**src/rtl/wat_pkg.sv**
```systemverilog
`timescale 1ns / 1ps
// ----------------------------------------------------------------------------
// wat_pkg: shared types and constants for the window average trend classifier
// Widths, register indexes, direction codes, controller state and the
// command and status bundles between controller and datapath.
// ----------------------------------------------------------------------------
package wat_pkg;

   localparam int MAX_WINDOW = 16;
   localparam int RING_DEPTH = 2 * MAX_WINDOW;
   localparam int PTR_W      = $clog2(RING_DEPTH);
   localparam int HELD_W     = $clog2(RING_DEPTH + 1);
   localparam int COUNT_W    = $clog2(MAX_WINDOW + 1);
   localparam int SAMPLE_W   = 15;
   localparam int THRESH_W   = 15;
   localparam int WSIZE_W    = 5;
   localparam int CSR_DATA_W = 15;
   localparam int CSR_IDX_W  = 1;
   localparam int DIFF_W     = 16;
   localparam int DIR_W      = 2;
   localparam int SUM_W      = SAMPLE_W + COUNT_W;
   localparam int DIV_CNT_W  = $clog2(SUM_W);

   localparam logic [WSIZE_W-1:0]  WSIZE_RESET  = WSIZE_W'(5);
   localparam logic [THRESH_W-1:0] THRESH_RESET = THRESH_W'(512);

   localparam logic [CSR_IDX_W-1:0] CSR_WINDOW_SIZE      = 1'b0;
   localparam logic [CSR_IDX_W-1:0] CSR_STEADY_THRESHOLD = 1'b1;

   localparam logic [DIR_W-1:0] DIR_NOT_ENOUGH = 2'd0;
   localparam logic [DIR_W-1:0] DIR_STEADY     = 2'd1;
   localparam logic [DIR_W-1:0] DIR_IMPROVING  = 2'd2;
   localparam logic [DIR_W-1:0] DIR_DECLINING  = 2'd3;

   typedef enum logic [2:0] {
      ST_IDLE,
      ST_SUM,
      ST_DRAIN,
      ST_DIVR_GO,
      ST_DIVR_WAIT,
      ST_DIVP_GO,
      ST_DIVP_WAIT,
      ST_OUT
   } state_type;

   typedef struct packed {
      logic accept;
      logic read_step;
      logic div_go;
      logic div_prev;
      logic cap_recent;
      logic cap_prev;
      logic load_out;
   } cmd_type;

   typedef struct packed {
      logic skip;
      logic last_issue;
      logic div_done;
      logic out_free;
   } status_type;

endpackage

```
**src/rtl/wat_req_if.sv**
```systemverilog
`timescale 1ns / 1ps
// ----------------------------------------------------------------------------
// wat_req_if: sample channel
// Valid/ready channel carrying one score sample per word.
// ----------------------------------------------------------------------------
interface wat_req_if;
   logic                         valid;
   logic                         ready;
   logic [wat_pkg::SAMPLE_W-1:0] score_sample;

   modport source (output valid, output score_sample, input ready);
   modport sink   (input valid, input score_sample, output ready);
endinterface

```
**src/rtl/wat_rsp_if.sv**
```systemverilog
`timescale 1ns / 1ps
// ----------------------------------------------------------------------------
// wat_rsp_if: trend result channel
// Valid/ready channel carrying one classification word per sample.
// ----------------------------------------------------------------------------
interface wat_rsp_if;
   logic                              valid;
   logic                              ready;
   logic [wat_pkg::DIR_W-1:0]         direction;
   logic [wat_pkg::COUNT_W-1:0]       recent_count;
   logic [wat_pkg::COUNT_W-1:0]       previous_count;
   logic signed [wat_pkg::DIFF_W-1:0] mean_difference;

   modport source (output valid, output direction, output recent_count,
                   output previous_count, output mean_difference, input ready);
   modport sink   (input valid, input direction, input recent_count,
                   input previous_count, input mean_difference, output ready);
endinterface

```
**src/rtl/window_average_trend_classifier.sv**
```systemverilog
`timescale 1ns / 1ps
// ----------------------------------------------------------------------------
// window_average_trend_classifier: windowed mean trend classifier
// Flow: after its sample word is taken, the ring is walked one entry per
//   cycle over N = recent + previous count entries (at most 32), the last
//   read drains, two serial divisions run in turn on the shared divider
//   and the result word is loaded once the output register is free; with
//   too little data the walk and the divisions are skipped.
// Overlap: the next sample word is taken only once the last word is
//   loaded, while that word may still wait in the output register.
// Reset: synchronous, clears pointer, sample count and registers to defaults.
// ----------------------------------------------------------------------------
module window_average_trend_classifier (
   input  logic                             clock,
   input  logic                             reset,
   wat_req_if.sink                          req_ch,
   wat_rsp_if.source                        rsp_ch,
   input  logic                             csr_write_enable,
   input  logic [wat_pkg::CSR_IDX_W-1:0]    csr_index,
   input  logic [wat_pkg::CSR_DATA_W-1:0]   csr_write_data
);

   wat_pkg::cmd_type    cmd;
   wat_pkg::status_type status;

   wat_ctrl u_ctrl (
      .clock     (clock),
      .reset     (reset),
      .req_valid (req_ch.valid),
      .req_ready (req_ch.ready),
      .status    (status),
      .cmd       (cmd)
   );

   wat_datapath u_datapath (
      .clock               (clock),
      .reset               (reset),
      .cmd                 (cmd),
      .status              (status),
      .req_sample          (req_ch.score_sample),
      .rsp_ready           (rsp_ch.ready),
      .rsp_valid           (rsp_ch.valid),
      .rsp_direction       (rsp_ch.direction),
      .rsp_recent_count    (rsp_ch.recent_count),
      .rsp_previous_count  (rsp_ch.previous_count),
      .rsp_mean_difference (rsp_ch.mean_difference),
      .csr_write_enable    (csr_write_enable),
      .csr_index           (csr_index),
      .csr_write_data      (csr_write_data)
   );

endmodule

```
**src/rtl/wat_ram.sv**
```systemverilog
`timescale 1ns / 1ps
// ----------------------------------------------------------------------------
// wat_ram: generic single-write, single-read RAM
// One write port, one read port with registered read data.
// ----------------------------------------------------------------------------
module wat_ram #(
   parameter int WIDTH = 8,
   parameter int DEPTH = 16
) (
   input  logic                     clock,
   input  logic                     wr_en,
   input  logic [$clog2(DEPTH)-1:0] wr_addr,
   input  logic [WIDTH-1:0]         wr_data,
   input  logic                     rd_en,
   input  logic [$clog2(DEPTH)-1:0] rd_addr,
   output logic [WIDTH-1:0]         rd_data
);

   logic [WIDTH-1:0] mem_ff [DEPTH];
   logic [WIDTH-1:0] rd_data_ff;

   always_ff @(posedge clock) begin
      if (wr_en) begin
         mem_ff[wr_addr] <= wr_data;
      end
      if (rd_en) begin
         rd_data_ff <= mem_ff[rd_addr];
      end
   end

   assign rd_data = rd_data_ff;

endmodule

```
**src/rtl/wat_div.sv**
```systemverilog
`timescale 1ns / 1ps
// ----------------------------------------------------------------------------
// wat_div: serial restoring divider
// Divides a window sum by a sample count, one quotient bit per cycle.
// ----------------------------------------------------------------------------
module wat_div (
   input  logic                         clock,
   input  logic                         reset,
   input  logic                         start,
   input  logic [wat_pkg::SUM_W-1:0]    dividend,
   input  logic [wat_pkg::COUNT_W-1:0]  divisor,
   output logic                         done,
   output logic [wat_pkg::SAMPLE_W-1:0] quotient
);

   logic [wat_pkg::SUM_W-1:0]     quo_ff, quo_in;
   logic [wat_pkg::COUNT_W-1:0]   rem_ff, rem_in;
   logic [wat_pkg::COUNT_W-1:0]   dsr_ff, dsr_in;
   logic [wat_pkg::DIV_CNT_W-1:0] cnt_ff, cnt_in;
   logic                          busy_ff, busy_in;
   logic                          done_ff, done_in;
   logic [wat_pkg::COUNT_W:0]     trial;
   logic                          qbit;

   always_comb begin
      trial  = {rem_ff, quo_ff[wat_pkg::SUM_W-1]};
      qbit   = (trial >= {1'b0, dsr_ff});
      quo_in = quo_ff;
      rem_in = rem_ff;
      dsr_in = dsr_ff;
      cnt_in = cnt_ff;
      busy_in = busy_ff;
      done_in = 1'b0;
      if (start) begin
         quo_in  = dividend;
         rem_in  = '0;
         dsr_in  = divisor;
         cnt_in  = '0;
         busy_in = 1'b1;
      end else if (busy_ff) begin
         // shift in the next dividend bit, subtract when it fits
         rem_in = qbit ? wat_pkg::COUNT_W'(trial - {1'b0, dsr_ff})
                       : trial[wat_pkg::COUNT_W-1:0];
         quo_in = {quo_ff[wat_pkg::SUM_W-2:0], qbit};
         cnt_in = cnt_ff + 1'b1;
         if (cnt_ff == wat_pkg::DIV_CNT_W'(wat_pkg::SUM_W - 1)) begin
            busy_in = 1'b0;
            done_in = 1'b1;
         end
      end
   end

   always_ff @(posedge clock) begin
      if (reset) begin
         busy_ff <= 1'b0;
         done_ff <= 1'b0;
      end else begin
         busy_ff <= busy_in;
         done_ff <= done_in;
      end
      quo_ff <= quo_in;
      rem_ff <= rem_in;
      dsr_ff <= dsr_in;
      cnt_ff <= cnt_in;
   end

   assign done     = done_ff;
   assign quotient = quo_ff[wat_pkg::SAMPLE_W-1:0];

endmodule

```
**src/rtl/wat_datapath.sv**
```systemverilog
`timescale 1ns / 1ps
// ----------------------------------------------------------------------------
// wat_datapath: history ring, window sums, means and classification
// Holds the configuration registers, ring pointer and sample count, walks
// the ring to sum both windows, divides and registers the result word.
// ----------------------------------------------------------------------------
module wat_datapath (
   input  logic                                clock,
   input  logic                                reset,
   input  wat_pkg::cmd_type                    cmd,
   output wat_pkg::status_type                 status,
   input  logic [wat_pkg::SAMPLE_W-1:0]        req_sample,
   input  logic                                rsp_ready,
   output logic                                rsp_valid,
   output logic [wat_pkg::DIR_W-1:0]           rsp_direction,
   output logic [wat_pkg::COUNT_W-1:0]         rsp_recent_count,
   output logic [wat_pkg::COUNT_W-1:0]         rsp_previous_count,
   output logic signed [wat_pkg::DIFF_W-1:0]   rsp_mean_difference,
   input  logic                                csr_write_enable,
   input  logic [wat_pkg::CSR_IDX_W-1:0]       csr_index,
   input  logic [wat_pkg::CSR_DATA_W-1:0]      csr_write_data
);

   logic [wat_pkg::WSIZE_W-1:0]  window_ff;
   logic [wat_pkg::THRESH_W-1:0] thresh_ff;
   logic [wat_pkg::PTR_W-1:0]    wp_ff;
   logic [wat_pkg::HELD_W-1:0]   held_ff;
   logic [wat_pkg::COUNT_W-1:0]  rc_ff, pc_ff;
   logic                         skip_ff;
   logic [wat_pkg::HELD_W-1:0]   k_ff;
   logic                         tag_valid_ff, tag_recent_ff;
   logic [wat_pkg::SUM_W-1:0]    sum_r_ff, sum_p_ff;
   logic [wat_pkg::SAMPLE_W-1:0] mean_r_ff, mean_p_ff;

   logic                              out_valid_ff;
   logic [wat_pkg::DIR_W-1:0]         out_dir_ff;
   logic [wat_pkg::COUNT_W-1:0]       out_rc_ff, out_pc_ff;
   logic signed [wat_pkg::DIFF_W-1:0] out_diff_ff;

   logic [wat_pkg::HELD_W-1:0]   held_in, held_m1, remaining;
   logic [wat_pkg::COUNT_W-1:0]  w_sat, rc_in, pc_in;
   logic                         skip_in;
   logic [wat_pkg::PTR_W-1:0]    rd_addr;
   logic [wat_pkg::SAMPLE_W-1:0] rd_data;
   logic [wat_pkg::HELD_W-1:0]   last_k;
   logic                         div_done;
   logic [wat_pkg::SAMPLE_W-1:0] div_quo;
   logic signed [wat_pkg::DIFF_W-1:0] diff;
   logic signed [wat_pkg::DIFF_W:0]   diff_x, thr_x;
   logic [wat_pkg::DIR_W-1:0]    dir;

   // window counts for the sample being taken
   always_comb begin
      held_in = (held_ff < wat_pkg::HELD_W'(wat_pkg::RING_DEPTH)) ? held_ff + 1'b1 : held_ff;
      w_sat   = (window_ff > wat_pkg::WSIZE_W'(wat_pkg::MAX_WINDOW))
              ? wat_pkg::COUNT_W'(wat_pkg::MAX_WINDOW) : wat_pkg::COUNT_W'(window_ff);
      held_m1 = held_in - 1'b1;
      rc_in   = (wat_pkg::HELD_W'(w_sat) < held_m1) ? w_sat : held_m1[wat_pkg::COUNT_W-1:0];
      remaining = held_in - wat_pkg::HELD_W'(rc_in);
      pc_in   = (wat_pkg::HELD_W'(w_sat) < remaining) ? w_sat
              : remaining[wat_pkg::COUNT_W-1:0];
      skip_in = (held_in < wat_pkg::HELD_W'(2)) || (w_sat == '0);
   end

   assign last_k  = wat_pkg::HELD_W'(rc_ff) + wat_pkg::HELD_W'(pc_ff) - 1'b1;
   assign rd_addr = wp_ff - wat_pkg::PTR_W'(1) - k_ff[wat_pkg::PTR_W-1:0];

   wat_ram #(
      .WIDTH (wat_pkg::SAMPLE_W),
      .DEPTH (wat_pkg::RING_DEPTH)
   ) u_ring (
      .clock   (clock),
      .wr_en   (cmd.accept),
      .wr_addr (wp_ff),
      .wr_data (req_sample),
      .rd_en   (cmd.read_step),
      .rd_addr (rd_addr),
      .rd_data (rd_data)
   );

   wat_div u_div (
      .clock    (clock),
      .reset    (reset),
      .start    (cmd.div_go),
      .dividend (cmd.div_prev ? sum_p_ff : sum_r_ff),
      .divisor  (cmd.div_prev ? pc_ff : rc_ff),
      .done     (div_done),
      .quotient (div_quo)
   );

   // difference and dead band
   always_comb begin
      diff   = wat_pkg::DIFF_W'({1'b0, mean_r_ff}) - wat_pkg::DIFF_W'({1'b0, mean_p_ff});
      diff_x = {diff[wat_pkg::DIFF_W-1], diff};
      thr_x  = $signed({2'b00, thresh_ff});
      if (diff_x > thr_x) begin
         dir = wat_pkg::DIR_IMPROVING;
      end else if (diff_x < -thr_x) begin
         dir = wat_pkg::DIR_DECLINING;
      end else begin
         dir = wat_pkg::DIR_STEADY;
      end
   end

   always_ff @(posedge clock) begin
      if (reset) begin
         window_ff    <= wat_pkg::WSIZE_RESET;
         thresh_ff    <= wat_pkg::THRESH_RESET;
         wp_ff        <= '0;
         held_ff      <= '0;
         tag_valid_ff <= 1'b0;
         out_valid_ff <= 1'b0;
      end else begin
         if (csr_write_enable) begin
            case (csr_index)
               wat_pkg::CSR_WINDOW_SIZE: begin
                  window_ff <= csr_write_data[wat_pkg::WSIZE_W-1:0];
               end
               wat_pkg::CSR_STEADY_THRESHOLD: begin
                  thresh_ff <= csr_write_data[wat_pkg::THRESH_W-1:0];
               end
               default: begin
               end
            endcase
         end
         if (cmd.accept) begin
            wp_ff   <= wp_ff + 1'b1;
            held_ff <= held_in;
         end
         tag_valid_ff <= cmd.read_step;
         if (cmd.load_out) begin
            out_valid_ff <= 1'b1;
         end else if (rsp_ready) begin
            out_valid_ff <= 1'b0;
         end
      end
   end

   always_ff @(posedge clock) begin
      if (cmd.accept) begin
         rc_ff    <= rc_in;
         pc_ff    <= pc_in;
         skip_ff  <= skip_in;
         k_ff     <= '0;
         sum_r_ff <= '0;
         sum_p_ff <= '0;
      end else begin
         if (cmd.read_step) begin
            k_ff <= k_ff + 1'b1;
         end
         if (tag_valid_ff) begin
            if (tag_recent_ff) begin
               sum_r_ff <= sum_r_ff + wat_pkg::SUM_W'(rd_data);
            end else begin
               sum_p_ff <= sum_p_ff + wat_pkg::SUM_W'(rd_data);
            end
         end
      end
      tag_recent_ff <= (k_ff < wat_pkg::HELD_W'(rc_ff));
      if (cmd.cap_recent) begin
         mean_r_ff <= div_quo;
      end
      if (cmd.cap_prev) begin
         mean_p_ff <= div_quo;
      end
      if (cmd.load_out) begin
         out_dir_ff  <= skip_ff ? wat_pkg::DIR_NOT_ENOUGH : dir;
         out_rc_ff   <= skip_ff ? '0 : rc_ff;
         out_pc_ff   <= skip_ff ? '0 : pc_ff;
         out_diff_ff <= skip_ff ? '0 : diff;
      end
   end

   assign status.skip       = skip_ff;
   assign status.last_issue = (k_ff == last_k);
   assign status.div_done   = div_done;
   assign status.out_free   = !out_valid_ff || rsp_ready;

   assign rsp_valid           = out_valid_ff;
   assign rsp_direction       = out_dir_ff;
   assign rsp_recent_count    = out_rc_ff;
   assign rsp_previous_count  = out_pc_ff;
   assign rsp_mean_difference = out_diff_ff;

endmodule

```
**src/rtl/wat_ctrl.sv**
```systemverilog
`timescale 1ns / 1ps
// ----------------------------------------------------------------------------
// wat_ctrl: sequencing controller
// Takes a sample, walks both windows and runs the two divisions in turn
// (skipped on too little data), then loads the result once output is free.
// ----------------------------------------------------------------------------
module wat_ctrl (
   input  logic                clock,
   input  logic                reset,
   input  logic                req_valid,
   output logic                req_ready,
   input  wat_pkg::status_type status,
   output wat_pkg::cmd_type    cmd
);

   wat_pkg::state_type state_ff, state_in;

   always_ff @(posedge clock) begin
      if (reset) begin
         state_ff <= wat_pkg::ST_IDLE;
      end else begin
         state_ff <= state_in;
      end
   end

   always_comb begin
      state_in  = state_ff;
      cmd       = '0;
      req_ready = 1'b0;
      case (state_ff)
         wat_pkg::ST_IDLE: begin
            req_ready = 1'b1;
            if (req_valid) begin
               cmd.accept = 1'b1;
               state_in   = wat_pkg::ST_SUM;
            end
         end
         wat_pkg::ST_SUM: begin
            if (status.skip) begin
               state_in = wat_pkg::ST_OUT;
            end else begin
               cmd.read_step = 1'b1;
               if (status.last_issue) begin
                  state_in = wat_pkg::ST_DRAIN;
               end
            end
         end
         wat_pkg::ST_DRAIN: begin
            state_in = wat_pkg::ST_DIVR_GO;
         end
         wat_pkg::ST_DIVR_GO: begin
            cmd.div_go = 1'b1;
            state_in   = wat_pkg::ST_DIVR_WAIT;
         end
         wat_pkg::ST_DIVR_WAIT: begin
            if (status.div_done) begin
               cmd.cap_recent = 1'b1;
               state_in       = wat_pkg::ST_DIVP_GO;
            end
         end
         wat_pkg::ST_DIVP_GO: begin
            cmd.div_go   = 1'b1;
            cmd.div_prev = 1'b1;
            state_in     = wat_pkg::ST_DIVP_WAIT;
         end
         wat_pkg::ST_DIVP_WAIT: begin
            if (status.div_done) begin
               cmd.cap_prev = 1'b1;
               state_in     = wat_pkg::ST_OUT;
            end
         end
         wat_pkg::ST_OUT: begin
            if (status.out_free) begin
               cmd.load_out = 1'b1;
               state_in     = wat_pkg::ST_IDLE;
            end
         end
         default: begin
            state_in = wat_pkg::ST_IDLE;
         end
      endcase
   end

endmodule

```
**src/flat_wrapper.sv**
```systemverilog
// flat-port wrapper written by rule: the top's interface ports become plain ports
module window_average_trend_classifier_flat 
  (clock, reset, csr_write_enable, csr_index, csr_write_data, req_ch_valid, req_ch_score_sample, req_ch_ready, rsp_ch_valid, rsp_ch_direction, rsp_ch_recent_count, rsp_ch_previous_count, rsp_ch_mean_difference, rsp_ch_ready);
  wat_req_if req_ch_i ();
  wat_rsp_if rsp_ch_i ();
  input  logic clock;
  input  logic reset;
  input  logic csr_write_enable;
  input  logic [wat_pkg::CSR_IDX_W-1:0] csr_index;
  input  logic [wat_pkg::CSR_DATA_W-1:0] csr_write_data;
  input wire logic [$bits(req_ch_i.valid)-1:0] req_ch_valid;
  input wire logic [$bits(req_ch_i.score_sample)-1:0] req_ch_score_sample;
  output wire logic [$bits(req_ch_i.ready)-1:0] req_ch_ready;
  output wire logic [$bits(rsp_ch_i.valid)-1:0] rsp_ch_valid;
  output wire logic [$bits(rsp_ch_i.direction)-1:0] rsp_ch_direction;
  output wire logic [$bits(rsp_ch_i.recent_count)-1:0] rsp_ch_recent_count;
  output wire logic [$bits(rsp_ch_i.previous_count)-1:0] rsp_ch_previous_count;
  output wire logic [$bits(rsp_ch_i.mean_difference)-1:0] rsp_ch_mean_difference;
  input wire logic [$bits(rsp_ch_i.ready)-1:0] rsp_ch_ready;
  assign req_ch_i.valid = req_ch_valid;
  assign req_ch_i.score_sample = req_ch_score_sample;
  assign req_ch_ready = req_ch_i.ready;
  assign rsp_ch_valid = rsp_ch_i.valid;
  assign rsp_ch_direction = rsp_ch_i.direction;
  assign rsp_ch_recent_count = rsp_ch_i.recent_count;
  assign rsp_ch_previous_count = rsp_ch_i.previous_count;
  assign rsp_ch_mean_difference = rsp_ch_i.mean_difference;
  assign rsp_ch_i.ready = rsp_ch_ready;
  window_average_trend_classifier u_core (.clock(clock), .reset(reset), .req_ch(req_ch_i), .rsp_ch(rsp_ch_i), .csr_write_enable(csr_write_enable), .csr_index(csr_index), .csr_write_data(csr_write_data));
endmodule
```
**config.mk**
```make
export PLATFORM = sky130hd
export DESIGN_NAME = window_average_trend_classifier_flat
export DESIGN_NICKNAME = d
export VERILOG_FILES = /design/src/rtl/wat_pkg.sv /design/src/rtl/wat_req_if.sv /design/src/rtl/wat_rsp_if.sv /design/src/rtl/window_average_trend_classifier.sv /design/src/rtl/wat_ram.sv /design/src/rtl/wat_div.sv /design/src/rtl/wat_datapath.sv /design/src/rtl/wat_ctrl.sv /design/src/flat_wrapper.sv
export SDC_FILE = /design/constraint.sdc
export NUM_CORES = 1
export LEC_CHECK = 0
export BUFFER_PORTS_ARGS = -buffer_cell sky130_fd_sc_hd__buf_4
export CAP_MARGIN = 30
export CORE_MARGIN = 2
export CORE_UTILIZATION = 40
export CTS_BUF_LIST = sky130_fd_sc_hd__clkbuf_4
export DETAILED_ROUTE_END_ITERATION = 10
export GPL_ROUTABILITY_DRIVEN = 0
export HOLD_SLACK_MARGIN = 0.1
export PLACE_DENSITY_LB_ADDON = 0.15
export SYNTH_ARGS = -nofsm -noshare
export SYNTH_HDL_FRONTEND = slang
export SYNTH_SLANG_ARGS = --single-unit
```
**constraint.sdc**
```tcl
create_clock -name clock -period 13.9 [get_ports clock]
set_clock_uncertainty 0.1 [all_clocks]
set_input_delay 1.39 -clock clock [delete_from_list [all_inputs] [get_ports clock]]
set_output_delay 1.39 -clock clock [all_outputs]
set_load 0.05 [all_outputs]
```
==> metrics.txt <==
# TYPE chip_impl_metric gauge
chip_impl_info{name="run_status",value="finished, final reports clean"} 1
chip_impl_metric{name="synth-seq-cells",unit=""} 684
chip_impl_metric{name="final_nets",unit=""} 2350
chip_impl_info{name="end_kind",value="register"} 1
chip_impl_metric{name="critical_path_arrival",unit="ns"} 6.46
chip_impl_metric{name="postCtsSetupBuffers",unit=""} 0
chip_impl_metric{name="dieWidth",unit="um"} 279
chip_impl_info{name="netlist_top_cells_count",value="589 x edfxtp_1, 150 x mux4_2, 149 x nand2_1"} 1
chip_impl_info{name="most_used_flip_flop_cell_after_synthesis",value="edfxtp_1"} 1
chip_impl_metric{name="grt_first_pass_wirelength",unit="um"} 104000
chip_impl_info{name="critical_path.startpoint",value="u_core.u_datapath.held_ff[5]"} 1
chip_impl_info{name="cts_tree",value="done"} 1
chip_impl_metric{name="place_inst",unit=""} 2976
chip_impl_metric{name="die_y",unit="um"} 279
chip_impl_info{name="worstReg2RegEnd",value="u_core.u_datapath.pc_ff[3]"} 1
chip_impl_metric{name="drtIter0Drc",unit=""} 1017
chip_impl_metric{name="worst_ir_drop_vdd",unit="mV"} 0.170
chip_impl_metric{name="numPortBuffers",unit=""} 65
chip_impl_metric{name="synthesis.area_per_instance",unit="um2"} 15.3
chip_impl_metric{name="cts-htree-levels",unit=""} 4
chip_impl_metric{name="crit_path_max_fanout",unit=""} 9
chip_impl_info{name="startpoint_type",value="register"} 1
chip_impl_metric{name="critical_path.n_buffers_inverters",unit=""} 0
chip_impl_metric{name="clock_tree.buffer_depth",unit=""} 3
chip_impl_info{name="netlist.top_cell.by_area",value="edfxtp_1"} 1
chip_impl_metric{name="grt_antenna_before_repair",unit=""} 3
chip_impl_metric{name="area_of_the_placeable_core",unit="um2"} 74700
chip_impl_metric{name="post_cts_resize_count",unit=""} 0
chip_impl_metric{name="dr.pass1.iters",unit=""} 5
chip_impl_metric{name="grt_max_degree",unit=""} 65
chip_impl_metric{name="fin_cells",unit=""} 3303
chip_impl_metric{name="final_antenna_net_count",unit=""} 0
chip_impl_metric{name="die_area",unit="um2"} 77800
chip_impl_metric{name="drv_slew",unit=""} 0
chip_impl_info{name="hold_start",value="u_core.u_datapath.u_div.quo_ff[7]"} 1
chip_impl_metric{name="hpwl",unit="um"} 42500
chip_impl_metric{name="synth_cells",unit=""} 1972
chip_impl_metric{name="area_growth_syn_to_layout",unit="%"} 14.1
chip_impl_metric{name="cts.clk_slew.worst_paths",unit="ns"} 0.06
chip_impl_metric{name="max_cap_viol_count",unit=""} 0
chip_impl_metric{name="total_power_consumption_of_the_routed_design",unit="mW"} 6.90
chip_impl_metric{name="fin_setup_tns",unit="ns"} 0
chip_impl_metric{name="leakage",unit="nW"} 12.4
chip_impl_info{name="critPathSlowestCell",value="dfxtp_1"} 1
chip_impl_metric{name="number_of_cells_traversed_by_the_worst_hold_path",unit=""} 0
chip_impl_metric{name="track_usage",unit="%"} 17.9
chip_impl_metric{name="part_of_the_cycle_the_worst_path_needs",unit="%"} 42.1
chip_impl_metric{name="reg2reg_slack",unit="ns"} 8.04
chip_impl_metric{name="worst-r2r-cell-count",unit=""} 24
chip_impl_metric{name="vias_per_cell",unit=""} 5.17
chip_impl_info{name="timing.hold.worst.class",value="register to register"} 1
chip_impl_metric{name="clkSinkCount",unit=""} 684
chip_impl_metric{name="worst_path_required_time",unit="ns"} 14.50
chip_impl_metric{name="timing.critical_path.slowest_cell_delay",unit="ns"} 0.58
chip_impl_info{name="grt_setup_unrepaired",value="no"} 1
chip_impl_metric{name="power.density",unit="nW/um2"} 200
chip_impl_metric{name="ios",unit=""} 66
chip_impl_info{name="cts_root_buf",value="clkbuf_4"} 1
chip_impl_info{name="rr_startpoint",value="u_core.u_datapath.held_ff[5]"} 1
chip_impl_metric{name="post_synth_arst_share",unit="%"} 0
chip_impl_metric{name="wl_cell",unit="um"} 20.7
chip_impl_metric{name="netlist-cell-type-count",unit=""} 76
chip_impl_metric{name="synth-edff-count",unit=""} 589
chip_impl_metric{name="drive_above_1_share",unit="%"} 26.6
chip_impl_metric{name="drc_viols",unit=""} 0
chip_impl_metric{name="ctsHoldBuffers",unit=""} 0
chip_impl_metric{name="drt-total-wl",unit="um"} 68300
chip_impl_metric{name="tightest_slew",unit="ns"} 0.990
chip_impl_metric{name="synth-warning-count",unit=""} 0
chip_impl_info{name="synth.area.top_cells",value="edfxtp_1 58%, mux4_2 11%, dfxtp_1 6.3%, ha_1 4.8%, nand2_1 1.8%"} 1
chip_impl_metric{name="timing.slew.headroom",unit="%"} 33.7
chip_impl_info{name="hold_end",value="u_core.u_datapath.mean_r_ff[7]"} 1
chip_impl_metric{name="vias",unit=""} 17100
chip_impl_metric{name="synth.net_count",unit=""} 2132
chip_impl_metric{name="max_freq",unit="GHz"} 0.171
chip_impl_info{name="synthMostInstantiatedCell",value="edfxtp_1"} 1
chip_impl_info{name="cpLargestDelayFamily",value="compound AO/OA/AOI/OAI gates"} 1
chip_impl_metric{name="placement_rows",unit=""} 100
chip_impl_info{name="crit_type",value="register to register"} 1
chip_impl_metric{name="timing_hold_violations_final",unit=""} 0
chip_impl_metric{name="global_route.overflow_total",unit=""} 0
chip_impl_metric{name="layout_min_cycle_time",unit="ns"} 5.86
chip_impl_metric{name="insertion_delay",unit="ns"} 1.02
chip_impl_info{name="timing.critical_path.cells",value="mux2i_4 -> ha_1 -> xnor2_1 -> ha_1 -> o21ai_0 -> a31oi_1 -> nor2_1 -> a31oi_1 -> o21ai_1 -> a21oi_2 -> mux2_2 -> ha_1 -> nor2b_1 -> o21ai_0 -> nand2b_1 -> xor2_1 -> xnor2_1 -> ha_1 -> a21o_1 -> a21o_1 -> and3_1 -> mux2i_2 -> a21oi_1 -> a31o_1"} 1
chip_impl_info{name="critical_path.most_common_cell",value="ha_1"} 1
chip_impl_metric{name="post_synth_instance_area",unit="um2"} 30200
chip_impl_metric{name="synth_sequential_area_ratio",unit="%"} 64.8
chip_impl_metric{name="vias_in_the_first_global_route",unit=""} 17700
chip_impl_metric{name="tritoncts.num_buffers",unit=""} 180
chip_impl_metric{name="start_util",unit="%"} 40.5
chip_impl_metric{name="setup_viol_count_final",unit=""} 0
chip_impl_metric{name="top_cell_type_s_share_of_synthesized_area",unit="%"} 58.5
report_power, final:
group	switching (mW)	internal, mW
sequential	0.104	2.44
combinational	1.35	1.25
clock	0.819	0.938
total	2.28	4.62
worst max-delay path by stage:
stage | end | depth (start not counted)
after floorplan | u_core.u_datapath.pc_ff[3] | 25
after global placement | u_core.u_datapath.pc_ff[2] | 25
after detailed placement | u_core.u_datapath.pc_ff[0] | 24
after CTS | u_core.u_datapath.pc_ff[4] | 25
after global routing | u_core.u_datapath.pc_ff[3] | 25
final | u_core.u_datapath.pc_ff[3] | 24
state kept, by name, indices dropped and copies added, names as in the netlist, 6 cells and up:
register                               flops
u_core.u_datapath.k_ff                     6
u_core.u_datapath.thresh_ff               15
u_core.u_datapath.u_ring.rd_data          15
u_core.u_datapath.rsp_mean_difference     16
u_core.u_datapath.sum_p_ff                20
u_core.u_datapath.sum_r_ff                20
u_core.u_datapath.held_ff                  6
u_core.u_datapath.mean_r_ff               15
u_core.u_datapath.u_ring.mem_ff          480
u_core.u_datapath.mean_p_ff               15
u_core.u_datapath.u_div.quo_ff            20
placed cells by master, fill, tap and decap left out, types with 16 or more instances in the layout:
cell type | netlist | final
a21oi_1 | 95 | 95
ha_1 | 117 | 116
mux2_2 | 18 | 18
mux4_2 | 150 | 150
xnor2_1 | 48 | 45
inv_1 | 110 | 109
nand3_1 | 16 | 16
edfxtp_1 | 589 | 589
clkinv_1 | 0 | 32
dfxtp_1 | 95 | 95
buf_4 | 0 | 110
xor2_1 | 31 | 31
mux2i_1 | 30 | 30
a21o_1 | 23 | 23
clkbuf_4 | 0 | 273
o21ai_0 | 62 | 62
nor2b_1 | 31 | 30
nor2_1 | 125 | 112
o21a_1 | 16 | 16
nand2_1 | 149 | 149
nor3_1 | 19 | 19
worst register-to-register path: stages, from the launching register on:
cell and delay (ns):
dfxtp_1 0.58, mux2i_4 0.42, ha_1 0.25, xnor2_1 0.13
ha_1 0.30, o21ai_0 0.09, a31oi_1 0.15, nor2_1 0.08
a31oi_1 0.22, o21ai_1 0.15, a21oi_2 0.30, mux2_2 0.39
ha_1 0.28, nor2b_1 0.13, o21ai_0 0.14, nand2b_1 0.15
xor2_1 0.18, xnor2_1 0.24, ha_1 0.27, a21o_1 0.16
a21o_1 0.19, and3_1 0.21, mux2i_2 0.21, a21oi_1 0.10
a31o_1 0.19
cell type report:
class	instances	area, um2
inverters	111	417
fillers	6621	40200
clock buffers	273	2050
repair buffers	113	885
multi-input cells	1100	10100
clock inverters	49	305
flip-flops and latches	684	19600
well taps	969	1210
diodes	4	10.0
metrics by stage:
| step | instance area, um2 | hold WS [ns] | util, % | setup slack (ns) |
|---|---|---|---|---|
| 2_1_floorplan | 30200 | 0.336 | - | 8.69 |
| 3_3_place_gp | 32100 | 0.352 | 43.0 | 8.22 |
| 3_5_place_dp | 32100 | 0.356 | 43.0 | 8.09 |
| 4_1_cts | 34500 | 0.364 | 46.2 | 8.05 |
| 5_1_grt | 34500 | 0.380 | 46.2 | 7.61 |
| 6_report | 34500 | 0.363 | 46.2 | 8.04 |
logic make-up (layout without fill, tap and decap cells):
kind of cell / Yosys count / count (layout) / share of synthesized area, %
flops: 684 / 684 / 64.8
simple gates: 424 / 424 / 6.54
compound gates: 267 / 267 / 5.48
mux: 200 / 200 / 13.0
buf+inv: 188 / 546 / 2.37
fa+ha+maj: 125 / 125 / 5.35
xor+xnor: 84 / 84 / 2.56
other cells: 0 / 4 / 0
per-layer routing:
layer	track usage, %	part of all wire, %
met5	0	0
met3	4.25	5.1
met2	30.7	51
met1	21.9	42
met4	6.58	1.8
Power figures use the tool's default switching activity.
